<file path="config.mk">
export PLATFORM = sky130hd
export DESIGN_NAME = bfa_queue
export DESIGN_NICKNAME = d
export VERILOG_FILES = /design/src/design/bfa_pkg.sv /design/src/design/bfa_queue.sv
export SDC_FILE = /design/constraint.sdc
export NUM_CORES = 1
export LEC_CHECK = 0
export ABC_AREA = 1
export BUFFER_PORTS_ARGS = -buffer_cell sky130_fd_sc_hd__buf_2
export CAP_MARGIN = 20
export CORE_MARGIN = 2
export CORE_UTILIZATION = 34
export DETAILED_ROUTE_END_ITERATION = 12
export HOLD_SLACK_MARGIN = 0.15
export PLACE_DENSITY_LB_ADDON = 0.3
export SLEW_MARGIN = 20
export SYNTH_ARGS = -nofsm -noshare
export SYNTH_HDL_FRONTEND = slang
export SYNTH_SLANG_ARGS = --single-unit
</file>
<file path="constraint.sdc">
create_clock -name aclk -period 4.2 [get_ports aclk]
set_input_delay 0.84 -clock aclk [delete_from_list [all_inputs] [get_ports aclk]]
set_output_delay 0.84 -clock aclk [all_outputs]
set_load 0.01 [all_outputs]
</file>
<file path="src/design/bfa_pkg.sv">
package bfa_pkg;

    localparam int WORDS_DEFAULT = 128;
    localparam int ADDR_WORDS    = 128;
    localparam int WORD_BITS     = 32;
    localparam int POS_W         = 5;
    localparam int OP_W          = 3;
    localparam int INDEX_W       = 12;
    localparam int CFG_W         = 8;
    localparam int WORD_IDX_W    = 7;
    localparam int GROUP_W       = 16;
    localparam int GROUP_IDX_W   = 4;
    localparam int Q_DEPTH       = 2;
    localparam int Q_PTR_W       = 1;
    localparam int Q_CNT_W       = 2;

    localparam logic [CFG_W-1:0]     CFG_RESET = 8'd128;
    localparam logic [WORD_BITS-1:0] FULL_WORD = 32'hFFFF_FFFF;

    typedef enum logic [OP_W-1:0] {
        OP_SET       = 3'd0,
        OP_CLEAR     = 3'd1,
        OP_TEST      = 3'd2,
        OP_FIND      = 3'd3,
        OP_ALLOC     = 3'd4,
        OP_CLEAR_ALL = 3'd5
    } op_t;

    typedef enum logic [2:0] {
        CMD_SET,
        CMD_CLEAR,
        CMD_TEST,
        CMD_FIND,
        CMD_ALLOC,
        CMD_CLEAR_ALL,
        CMD_NOP
    } cmd_kind_t;

    typedef struct packed {
        cmd_kind_t               kind;
        logic                    oor;
        logic [WORD_IDX_W-1:0]   word;
        logic [POS_W-1:0]        pos;
    } cmd_t;

    typedef struct packed {
        logic                    bit_value;
        logic                    found;
        logic [INDEX_W-1:0]      found_index;
        logic                    out_of_range;
    } result_t;

    typedef enum logic [1:0] {
        BK_IDLE,
        BK_RMW,
        BK_SCAN,
        BK_PICK
    } back_state_t;

endpackage

</file>
<file path="src/design/bfa_queue.sv">
module bfa_queue import bfa_pkg::*; (
    input  logic aclk,
    input  logic aresetn,
    input  logic push,
    input  cmd_t push_cmd,
    input  logic pop,
    output logic full,
    output logic head_valid,
    output cmd_t head_cmd
);

    cmd_t               entry_reg [Q_DEPTH];
    logic [Q_PTR_W-1:0] wr_ptr_reg, wr_ptr_next;
    logic [Q_PTR_W-1:0] rd_ptr_reg, rd_ptr_next;
    logic [Q_CNT_W-1:0] count_reg, count_next;

    assign full       = count_reg == Q_CNT_W'(Q_DEPTH);
    assign head_valid = count_reg != '0;
    assign head_cmd   = entry_reg[rd_ptr_reg];

    always_comb begin
        wr_ptr_next = wr_ptr_reg;
        rd_ptr_next = rd_ptr_reg;
        count_next  = count_reg;
        if (push) begin
            wr_ptr_next = wr_ptr_reg + Q_PTR_W'(1);
        end
        if (pop) begin
            rd_ptr_next = rd_ptr_reg + Q_PTR_W'(1);
        end
        if (push && !pop) begin
            count_next = count_reg + Q_CNT_W'(1);
        end else if (pop && !push) begin
            count_next = count_reg - Q_CNT_W'(1);
        end
    end

    always_ff @(posedge aclk) begin
        if (!aresetn) begin
            wr_ptr_reg <= '0;
            rd_ptr_reg <= '0;
            count_reg  <= '0;
        end else begin
            wr_ptr_reg <= wr_ptr_next;
            rd_ptr_reg <= rd_ptr_next;
            count_reg  <= count_next;
        end
    end

    always_ff @(posedge aclk) begin
        if (push) begin
            entry_reg[wr_ptr_reg] <= push_cmd;
        end
    end

endmodule

</file>
After elaboration in Yosys (flattened, before gate mapping)
Memories as Yosys holds them, arrays and structs flattened. A register that Yosys moved wholly into a read port is not among the register bits.
Index checks and enable logic that the tools add are counted.
{ "classes": {"add_sub_neg": 4, "eq_ne": 1, "mux": 6, "n_reduce_logical": 6} }
{ "op_table": {"columns": ["cell", "n"], "rows": [
  ["$mux 1", 4],
  ["$mux 2", 2],
  ["$reduce_bool 2->1", 2],
  ["$add 1x1->1 const B", 2],
  ["$add 2x1->2 const B", 1],
  ["$eq 2x2->1 const B", 1],
  ["$logic_and 1x1->1", 2],
  ["$logic_not 1->1", 2],
  ["$sub 2x1->2 const B", 1]
]} }
{ "totals": {"reg_bits": 4, "ramBits": 32, "input_bits": 20, "out_inout_bits": 18, "word_cells": 21, "memories": 1} }
{ "mem_list": {"columns": ["memory", "words", "word_bits", "read_ports", "rd_clocked_by_memory_dff", "write_ports", "line_no", "source"], "rows": [
  ["entry_reg", 2, 16, 1, 1, 1, "bfa_queue.sv:12", "cmd_t entry_reg [Q_DEPTH];"]
]} }

Logic depth before layout (Yosys ltp)
{ "logic_depth": {"word_depth": 4, "ltp_mapped": 8} }

Least setup slack after synthesis
Ideal clock, no wire load.
{ "synth_path": {"kind": "input-to-reg", "start": "in push", "end": "mem entry_reg[0][0] (netlist name), enable pin", "arrival_ns": 1.562, "required_ns": 3.811, "slack_ns": 2.250, "cell_stages": 2, "n_path_buf": 0, "cell_sequence": "inv_1 -> nor2_1"} }
{ "synth_between": {"elab_chain_cells": 2} }
{ "synth_lines": {"columns": ["item", "line_no", "source"], "rows": [
  ["start, declared", "bfa_queue.sv:4", "input logic push,"],
  ["$mux 1", "bfa_queue.sv:51", "if (push) begin"],
  ["$mux 1 (implied by the code)", "bfa_queue.sv:52", "entry_reg[wr_ptr_reg] <= push_cmd;"],
  ["end, declared", "bfa_queue.sv:12", null]
]} }
No other way between the ends.

==> out/results.ini <==
[outcome]
outcome = finished, final reports clean

[clock_tree]
cts_setup_buffers = 0
numCtsBuffers = 5
post_cts_resized = 0
clk_path_buf_depth = 2
hold_buffers = 0
clockRootBuffer = clkbuf_8
clk_latency_ps = 290
cts_max_level = 2
path_clk_slew_ps = 70
clock_sinks = 37
cts_tree = done

[grt]
grt.total_usage_pct = 9.441
grt-busiest-layer = met2
grtUsageMet1_pct = 9.420
grt_max_degree = 17
gr-usage-met2_pct = 15.92
gr-total-overflow = 0
grt_pass1_wl_mm = 3.353
antenna_found_initial = 0
grtUsageMet3_pct = 5.994
first_global_vias = 762

[setup_path]
worst-path-max-fanout = 16
crit_arrival_ps = 1750
worst-endpoint-required_ps = 3360
cp-end-kind = primary output
cp-start-kind = register
r2r-start = wr_ptr_reg
crit_type = register to primary output

[floorplan]
die_w_um = 69.03
die_area_sq_mm = 0.004764
die_height_um = 69.03
core_sq_mm = 0.004029
rows = 23
initial_core_util_pct = 35.68
ioPinCount = 38

[power]
switchingPower_w = 0.0001692
internal_power_w = 0.0006388
seq_power_share_pct = 53.7
max-vdd-ir-drop_mv = 0.2349
power_density_mw_per_mm2 = 457.3
p_leak_nw = 0.7343
power_frac_clock_pct = 36.3
combPwrFrac_pct = 10.0
p_sw_share_pct = 20.94

[sta]
relSlewSlack_pct = 40.80
drv_slew = 0
setup_violations = 0
tightest_slew_ps = 886.8
post-route-period-util_pct = 61.76
final-hold-violation-count = 0
rsz0062_at_grt = false
holdWs_ps = 513.8
period_minus_slack_ps = 2594
fmax_mhz = 385.5
fin_worst_skew_ps = 2.655
setup_tns_ps = 0

[yosys]
synth_top_area_share_pct = 66.84
synth_xor_area_share_pct = 0
synth_compound_area_share_pct = 0.6963
seq_area_frac_synth_pct = 73.80
synth_top_family_by_area = multiplexers
synth_mux_area_share_pct = 15.14
netlist_area_sq_mm = 0.001438
synthesis.nets = 106
synth_top_cells_by_area = edfxtp_1 (67%), mux2_4 (10%), dfxtp_1 (7.0%)
yosysTopAreaCell = edfxtp_1
avgSynthCellArea_sq_um = 16.91
ys.warnings.count = 0
synth-simple-area-share_pct = 5.222
netlist_instances = 85
synth_adder_area_share_pct = 0.8703
synth_cell_types = 14
synth_seq_cells = 37

[min_path]
hold_path.class = register to register
hp-start = wr_ptr_reg

[placement]
placed_area_sq_mm = 0.001657
dp_hpwl_mm = 1.582
finalWeightedCongestion = 0.6607
numPortBuffers = 37

[layout]
drive_above_1_share_pct = 47.66
fin_nets = 148
diodes = 0
largest_reg_flops = 32
area_growth_pct = 22.89
stdcell_area_sq_mm = 0.001767

[route]
drt_iter0_drc = 36
drt_wl_total_mm = 2.180
dr.pass1.iters = 3
drc = 0
vias = 764
postRouteAntennaNets = 0
wire_per_inst_um = 12.25
via_per_inst = 4.292

[flow_run]
drv_cap = 0

## cells by family (layout without fill, tap and decap cells)
logic type,Yosys count,count (layout)
DFF,37,37
and+or+nand+nor,19,19
buffers and inverters,10,53
adders and majority gates,1,1
AOI/OAI and AO/OA,2,2
muxes,16,16
## Yosys cell counts
cell and instances:
mux2_4 10, nand4_1 1, o21ai_0 1, nand3_1 1
buf_12 1, ha_1 1, buf_6 1, a21oi_1 1
dfxtp_1 5, mux2_2 6, nor2_1 8, edfxtp_1 32
inv_1 8, nand2_1 9
## area by class of cell
type,count,area (sq um)
Fill cell,389,2262
Sequential cell,37,1061
Clock inverter,3,41.29
Tap cell,50,62.56
Clock buffer,5,68.82
Timing Repair Buffer,37,185.2
Multi-Input combinational cell,38,317.8
Inverter,8,30.03
## metrics by stage
step           instances  total power, W  util (%)  worst slack [ps]
6_report             178       0.0008079     43.85              1606
5_1_grt              178       0.0008407     43.85              1506
2_1_floorplan         85       0.0004930         -              2250
3_5_place_dp         170       0.0005252     41.12              1872
4_1_cts              178       0.0008193     43.85              1553
3_3_place_gp         170       0.0005212     41.12              1895
## path summary, 6_finish.rpt
kind	cells past startpoint	end	slack, ps
setup / recovery	2	head_cmd[3]	1610
hold / removal	2	wr_ptr_reg	510
setup reg to reg	1	entry_reg[0][6]	2860
hold reg to reg	2	wr_ptr_reg	510
## metal layers
metal  part of all wire [%]  vias to the layer above
met3                    9.1                        3
met5                      0                        -
met1                     40                      348
met2                     49                       29
li1                       -                      384
met4                    1.2                        0
## worst max-delay path: stages (launching register included)
cell and delay [ps]:
dfxtp_1 900, mux2_2 420, buf_2 140
## power by group through the flow
stage	sequential (W)	clock (W)	combinational, W
final	0.000434	0.000293	0.0000805
after floorplan	0.000435	0	0.0000581
after global routing	0.000436	0.000315	0.0000897
after global placement	0.000441	0	0.0000798
after detailed placement	0.000443	0	0.0000824
after CTS	0.000435	0.000302	0.0000826
## cell usage in the layout, fill, tap and decap left out
cell / netlist / final
a21oi_1: 1 / 1
buf_2: 0 / 37
bufinv_16: 0 / 1
clkbuf_8: 0 / 5
clkinv_1: 0 / 1
clkinvlp_4: 0 / 1
dfxtp_1: 5 / 5
edfxtp_1: 32 / 32
ha_1: 1 / 1
inv_1: 8 / 8
mux2_2: 6 / 6
mux2_4: 10 / 10
nand2_1: 9 / 9
nand3_1: 1 / 1
nand4_1: 1 / 1
nor2_1: 8 / 7
nor2_2: 0 / 1
o21ai_0: 1 / 1
No activity file was read; power rests on OpenSTA's default activity.
