===== config.mk =====
export PLATFORM = sky130hd
export DESIGN_NAME = bfa_front
export DESIGN_NICKNAME = d
export VERILOG_FILES = /design/src/design/bfa_pkg.sv /design/src/design/bfa_front.sv
export SDC_FILE = /design/constraint.sdc
export NUM_CORES = 1
export LEC_CHECK = 0
export BUFFER_PORTS_ARGS = -buffer_cell sky130_fd_sc_hd__buf_2
export CORE_ASPECT_RATIO = 0.7
export CORE_MARGIN = 2
export CORE_UTILIZATION = 30
export DETAILED_ROUTE_END_ITERATION = 7
export PLACE_DENSITY = 0.74
export SLEW_MARGIN = 20
export SYNTH_ARGS = -nofsm -noshare
export SYNTH_HDL_FRONTEND = slang
export SYNTH_SLANG_ARGS = --single-unit

===== constraint.sdc =====
create_clock -name aclk -period 3.9 [get_ports aclk]
set_clock_uncertainty 0.2 [all_clocks]
set_input_delay 0.39 -clock aclk [delete_from_list [all_inputs] [get_ports aclk]]
set_output_delay 0.39 -clock aclk [all_outputs]
set_load 0.03 [all_outputs]

===== src/design/bfa_pkg.sv =====
package bfa_pkg;

    localparam int WORDS_DEFAULT = 128;
    localparam int ADDR_WORDS    = 128;
    localparam int WORD_BITS     = 32;
    localparam int POS_W         = 5;
    localparam int OP_W          = 3;
    localparam int INDEX_W       = 12;
    localparam int CFG_W         = 8;
    localparam int WORD_IDX_W    = 7;
    localparam int GROUP_W       = 16;
    localparam int GROUP_IDX_W   = 4;
    localparam int Q_DEPTH       = 2;
    localparam int Q_PTR_W       = 1;
    localparam int Q_CNT_W       = 2;

    localparam logic [CFG_W-1:0]     CFG_RESET = 8'd128;
    localparam logic [WORD_BITS-1:0] FULL_WORD = 32'hFFFF_FFFF;

    typedef enum logic [OP_W-1:0] {
        OP_SET       = 3'd0,
        OP_CLEAR     = 3'd1,
        OP_TEST      = 3'd2,
        OP_FIND      = 3'd3,
        OP_ALLOC     = 3'd4,
        OP_CLEAR_ALL = 3'd5
    } op_t;

    typedef enum logic [2:0] {
        CMD_SET,
        CMD_CLEAR,
        CMD_TEST,
        CMD_FIND,
        CMD_ALLOC,
        CMD_CLEAR_ALL,
        CMD_NOP
    } cmd_kind_t;

    typedef struct packed {
        cmd_kind_t               kind;
        logic                    oor;
        logic [WORD_IDX_W-1:0]   word;
        logic [POS_W-1:0]        pos;
    } cmd_t;

    typedef struct packed {
        logic                    bit_value;
        logic                    found;
        logic [INDEX_W-1:0]      found_index;
        logic                    out_of_range;
    } result_t;

    typedef enum logic [1:0] {
        BK_IDLE,
        BK_RMW,
        BK_SCAN,
        BK_PICK
    } back_state_t;

endpackage


===== src/design/bfa_front.sv =====
module bfa_front import bfa_pkg::*; #(
    parameter int WORDS = WORDS_DEFAULT
) (
    input  logic               aclk,
    input  logic               aresetn,
    input  logic               cfg_we,
    input  logic [CFG_W-1:0]   cfg_wdata,
    input  logic               s_valid,
    output logic               s_ready,
    input  logic [OP_W-1:0]    s_operation,
    input  logic [INDEX_W-1:0] s_bit_index,
    input  logic               q_full,
    output logic               push,
    output cmd_t               push_cmd,
    output logic [CFG_W-1:0]   live_words
);

    localparam int DEPTH = (WORDS < ADDR_WORDS) ? WORDS : ADDR_WORDS;

    logic [CFG_W-1:0] cfg_reg;
    logic [CFG_W-1:0] cfg_next;

    always_comb begin
        cfg_next = cfg_reg;
        if (cfg_we) begin
            cfg_next = cfg_wdata;
        end
    end

    always_ff @(posedge aclk) begin
        if (!aresetn) begin
            cfg_reg <= CFG_RESET;
        end else begin
            cfg_reg <= cfg_next;
        end
    end

    assign live_words = (cfg_reg > CFG_W'(DEPTH)) ? CFG_W'(DEPTH) : cfg_reg;

    assign s_ready = !q_full;
    assign push    = s_valid && !q_full;

    always_comb begin
        push_cmd.word = s_bit_index[INDEX_W-1:POS_W];
        push_cmd.pos  = s_bit_index[POS_W-1:0];
        push_cmd.oor  = 1'b0;
        unique case (s_operation)
            OP_SET: begin
                push_cmd.kind = CMD_SET;
                push_cmd.oor  = CFG_W'(push_cmd.word) >= live_words;
            end
            OP_CLEAR: begin
                push_cmd.kind = CMD_CLEAR;
                push_cmd.oor  = CFG_W'(push_cmd.word) >= live_words;
            end
            OP_TEST: begin
                push_cmd.kind = CMD_TEST;
                push_cmd.oor  = CFG_W'(push_cmd.word) >= live_words;
            end
            OP_FIND:      push_cmd.kind = CMD_FIND;
            OP_ALLOC:     push_cmd.kind = CMD_ALLOC;
            OP_CLEAR_ALL: push_cmd.kind = CMD_CLEAR_ALL;
            default:      push_cmd.kind = CMD_NOP;
        endcase
    end

endmodule


; ---- Yosys cells after proc, flatten, opt, wreduce, memory -nomap -nowiden
; Index checks and enable logic that the tools add are counted.
[totals]
reg_bits = 8
latch_bits = 0
mem_bits_rw = 0
mem_bits_ro = 0
in_bits = 28
n_memories = 0
[classes]
add_sub_neg = 0
multipliers = 0
div = 0
magnitude_cmp = 2
n_eq_ne = 5
shift = 0
muxes = 3
n_bitwise = 0
n_reduce_logical = 4
[op_table]
columns = cell, n
row1 = $pmux W3 S6, 1
row2 = $ge A7 B8 Y1, 1
row3 = $gt A8 B8 Y1 const B, 1
row4 = $mux W8, 1
row5 = $eq A3 B2 Y1 const B, 2
row6 = $eq A3 B3 Y1 const B, 2
row7 = $eq A3 B1 Y1 const B, 1
row8 = $logic_not A3 Y1, 1
row9 = $reduce_or A3 Y1, 1
row10 = $logic_and A1 B1 Y1, 1
row11 = $logic_not A1 Y1, 1
row12 = $mux W1, 1

; ---- Logic depth before layout (Yosys ltp)
[depth]
ltp_word = 4
depth_mapped = 6

; ---- Worst setup path after synthesis
; No wires, ideal clock.
[synth_path]
kind = register -> output
from = reg cfg_reg[7]
to = out push_cmd[12] in the netlist's numbering
arrival_time_ns = 2.174
slack_ns = 1.136
stages_incl_launch_ff = 7
cell_sequence = dfxtp_1 -> nor2b_1 -> ha_1 -> nand2b_1 -> a2111oi_0 -> o21a_1 -> a2111oi_2
[synth_lines]
columns = item, line_no
row1 = start: declaration, bfa_front.sv:20  ; logic [CFG_W-1:0] cfg_reg;
row2 = start signal: assignment, bfa_front.sv:34  ; cfg_reg <= cfg_next;
row3 = end: declaration, bfa_front.sv:14  ; output cmd_t push_cmd,

==> summary.md <==
| Metric | Value |
|---|---|
| Setup-failing EPs final | `0` |
| Hold_sp | `aresetn` |
| WL final | `1.39 mm` |
| GRT Util Overall | `11.5%` |
| Share of layout cells above drive strength 1 | `46.1%` |
| Yosys reg bits | `8` |
| Inserted Clock Buffers | `3` |
| Via density | `4.57` |
| Netlist cell types | `17` |
| Tmin final | `2700 ps` |
| DRT antenna net count | `0` |
| Hold Vio Cnt, Final | `0` |
| Design Area, Final | `795 µm²` |
| # IOs | `54` |
| Clk sink count | `8` |
| Slew Limit Fails | `0` |
| WL/cell | `11.2 µm` |
| Area growth, synth to finish | `25.0%` |
| Maximum fanout along the worst path | `10` |
| Finished Core Util | `41.4%` |
| Placed instance area | `772 µm²` |
| Ant. Diodes | `0` |
| CP bufs+invs | `1` |
| Met1 usage | `13.0%` |
| Yosys warning total | `0` |
| Syn avg cell area | `8.83 µm²` |
| Initial Util | `33.1%` |
| Clock buffer depth | `2` |
| Die area | `2510 µm²` |
| Gr busiest metal | `met2` |
| Setup crit end kind | `output pin` |
| Row Count | `13` |
| DIE HEIGHT | `42.5 µm` |
| Leak | `0.470 nW` |
| Clock Latency Late Sink | `240 ps` |
| PortBufs | `43` |
| Fill cell count | `205` |
| DP HPWL | `1.24 mm` |
| R2R Setup Slk | `2940 ps` |
| PD cells | `271 nW/µm²` |
| Unrepaired setup endpoints after global routing | `no` |
| Routability cong. | `0.721` |
| Delay-heaviest family, CP | `compound AO/OA/AOI/OAI gates` |
| Worst EP arrival | `2110 ps` |
| Max reg flops | `8` |
| Hold_buf cts | `0` |
| Largest net degree at the start of global routing | `11` |
| Setup TNS | `0 ps` |
| Worst slew pin tran | `359 ps` |
| Core area | `1920 µm²` |
| Initial DRC count | `7` |
| Worst Setup Path Type | `reg -> out` |
| CTS tree | `yes` |
| # resized after CTS | `0` |
| Clock Root Buffer | `clkbuf_4` |
| IR drop worst, VDD | `0.148 mV` |
| Die Wd | `59.0 µm` |
| Hold path cells | `2` |
| Worst path cell trace | `nor2b_1 -> ha_1 -> nand2b_1 -> a2111oi_0 -> o21a_1 -> a2111oi_2 -> buf_2` |
| Final nets | `139` |
| Post-CTS setup buffers | `0` |
| Mapped Cells | `72` |
| Met2 usage | `20.4%` |
| Initial antenna violation count | `0` |
| Reg clk slew, reported paths | `50 ps` |
| Hold Path End | `cfg_reg[7]` |
| R2R depth | `2` |
| Total power | `0.000215 W` |
| Final period util | `69.3%` |
| Routed via count | `567` |
| R2R Path Start | `cfg_reg[7]` |
| Mapped cell area | `636 µm²` |
| Worst path max stage delay | `500 ps` |
| Register area share after synthesis | `25.2%` |
| Vias in the first global route | `562` |
| Critical Path Slowest Stage Cell | `dfxtp_1` |
| Outcome | `finished, final reports clean` |
| Total iterations of the first detailed-routing run | `4` |
| Grt total ovfl | `0` |
| F_max | `0.370 GHz` |
| Startpoint Class | `flip-flop` |
| Max-cap viol count | `0` |
| RR Endpoint | `cfg_reg[7]` |
| Worst Path Required | `3310 ps` |
| Post-route DRC | `0` |
| H-tree levels | `1` |
| Syn Nets | `107` |
| Global-route wire length before repair | `2.20 mm` |
| GR Util met3 | `2.78%` |
| Slew margin rel. | `75.4%` |
| Worst min path class | `in -> reg` |
per-layer routing:
metal  wire, µm  vias up
met5          0        -
li1           -      285
met1        612      252
met2        679       28
met3         94        2
met4          4        0
worst max path at each step:
| stage | from | cells after the start | end | slack [ps] |
|---|---|---|---|---|
| 6_report | cfg_reg[7] | 7 | push_cmd[12] | 1200 |
| 5_1_grt | cfg_reg[7] | 7 | push_cmd[12] | 1020 |
| 4_1_cts | cfg_reg[7] | 7 | push_cmd[12] | 1120 |
| 3_5_place_dp | cfg_reg[7] | 7 | push_cmd[12] | 1410 |
| 3_3_place_gp | cfg_reg[7] | 7 | push_cmd[12] | 1500 |
| 2_1_floorplan | cfg_reg[7] | 6 | push_cmd[12] | 1140 |
synth_stat cells:
| cell type | number | area [µm²] |
|---|---|---|
| a2111oi_0 | 1 | 8.76 |
| a2111oi_2 | 1 | 15.0 |
| a21boi_0 | 1 | 7.51 |
| a21o_1 | 1 | 7.51 |
| a21oi_1 | 1 | 5.00 |
| buf_2 | 1 | 5.00 |
| buf_4 | 12 | 90.1 |
| clkbuf_1 | 3 | 11.3 |
| dfxtp_1 | 8 | 160 |
| ha_1 | 7 | 87.6 |
| inv_1 | 8 | 30.0 |
| mux2i_1 | 8 | 80.1 |
| nand2_1 | 1 | 3.75 |
| nand2b_1 | 7 | 43.8 |
| nor2b_1 | 9 | 56.3 |
| o2111ai_1 | 1 | 8.76 |
| o21a_1 | 2 | 15.0 |
metrics by stage:
step	hold WS [ps]	worst slack, ps	cells
2_1_floorplan	252	1140	72
3_3_place_gp	298	1500	121
3_5_place_dp	301	1410	121
4_1_cts	169	1120	124
5_1_grt	172	1020	124
6_report	174	1200	124
cell usage in the layout (no fill, tap or decap):
| cell | netlist | final |
|---|---|---|
| buf_2 | 1 | 43 |
| nor2b_1 | 9 | 9 |
| inv_1 | 8 | 8 |
| mux2i_1 | 8 | 8 |
| dfxtp_1 | 8 | 8 |
| nand2b_1 | 7 | 7 |
| ha_1 | 7 | 7 |
| clkbuf_4 | 0 | 3 |
| o21a_1 | 2 | 2 |
| a21boi_0 | 1 | 1 |
| a2111oi_0 | 1 | 1 |
| o2111ai_1 | 1 | 1 |
| a21o_1 | 1 | 1 |
| a21oi_1 | 1 | 1 |
| a2111oi_2 | 1 | 1 |
| nand2_1 | 1 | 1 |
layout make-up:
class                   count  area, µm²  share of cell area (%)
multi-input cells          40        339                    42.7
well taps                  22       27.5                    3.46
repair buffers             43        215                    27.1
clock buffers               3       22.5                    2.83
flip-flops and latches      8        160                    20.2
inverters                   8       30.0                    3.78
report_power, final:
group          total (W)  switching, W  internal, W
Sequential     0.0000909    0.00000402    0.0000869
Combinational  0.0000646     0.0000373    0.0000272
Clock          0.0000599     0.0000249    0.0000350
Total           0.000215     0.0000663     0.000149
logic make-up (layout without fill, tap and decap cells):
kind of cell	Yosys count	in the layout	synth area share (%)
multiplexers	8	8	12.6
adder cells (fa/ha/maj)	7	7	13.8
buffers and inverters	24	54	21.5
flip-flops	8	8	25.2
AND/OR/NAND/NOR	17	17	16.3
AO/OA/AOI/OAI	8	8	10.6
Note: power is estimated with default switching activity, not from simulation.
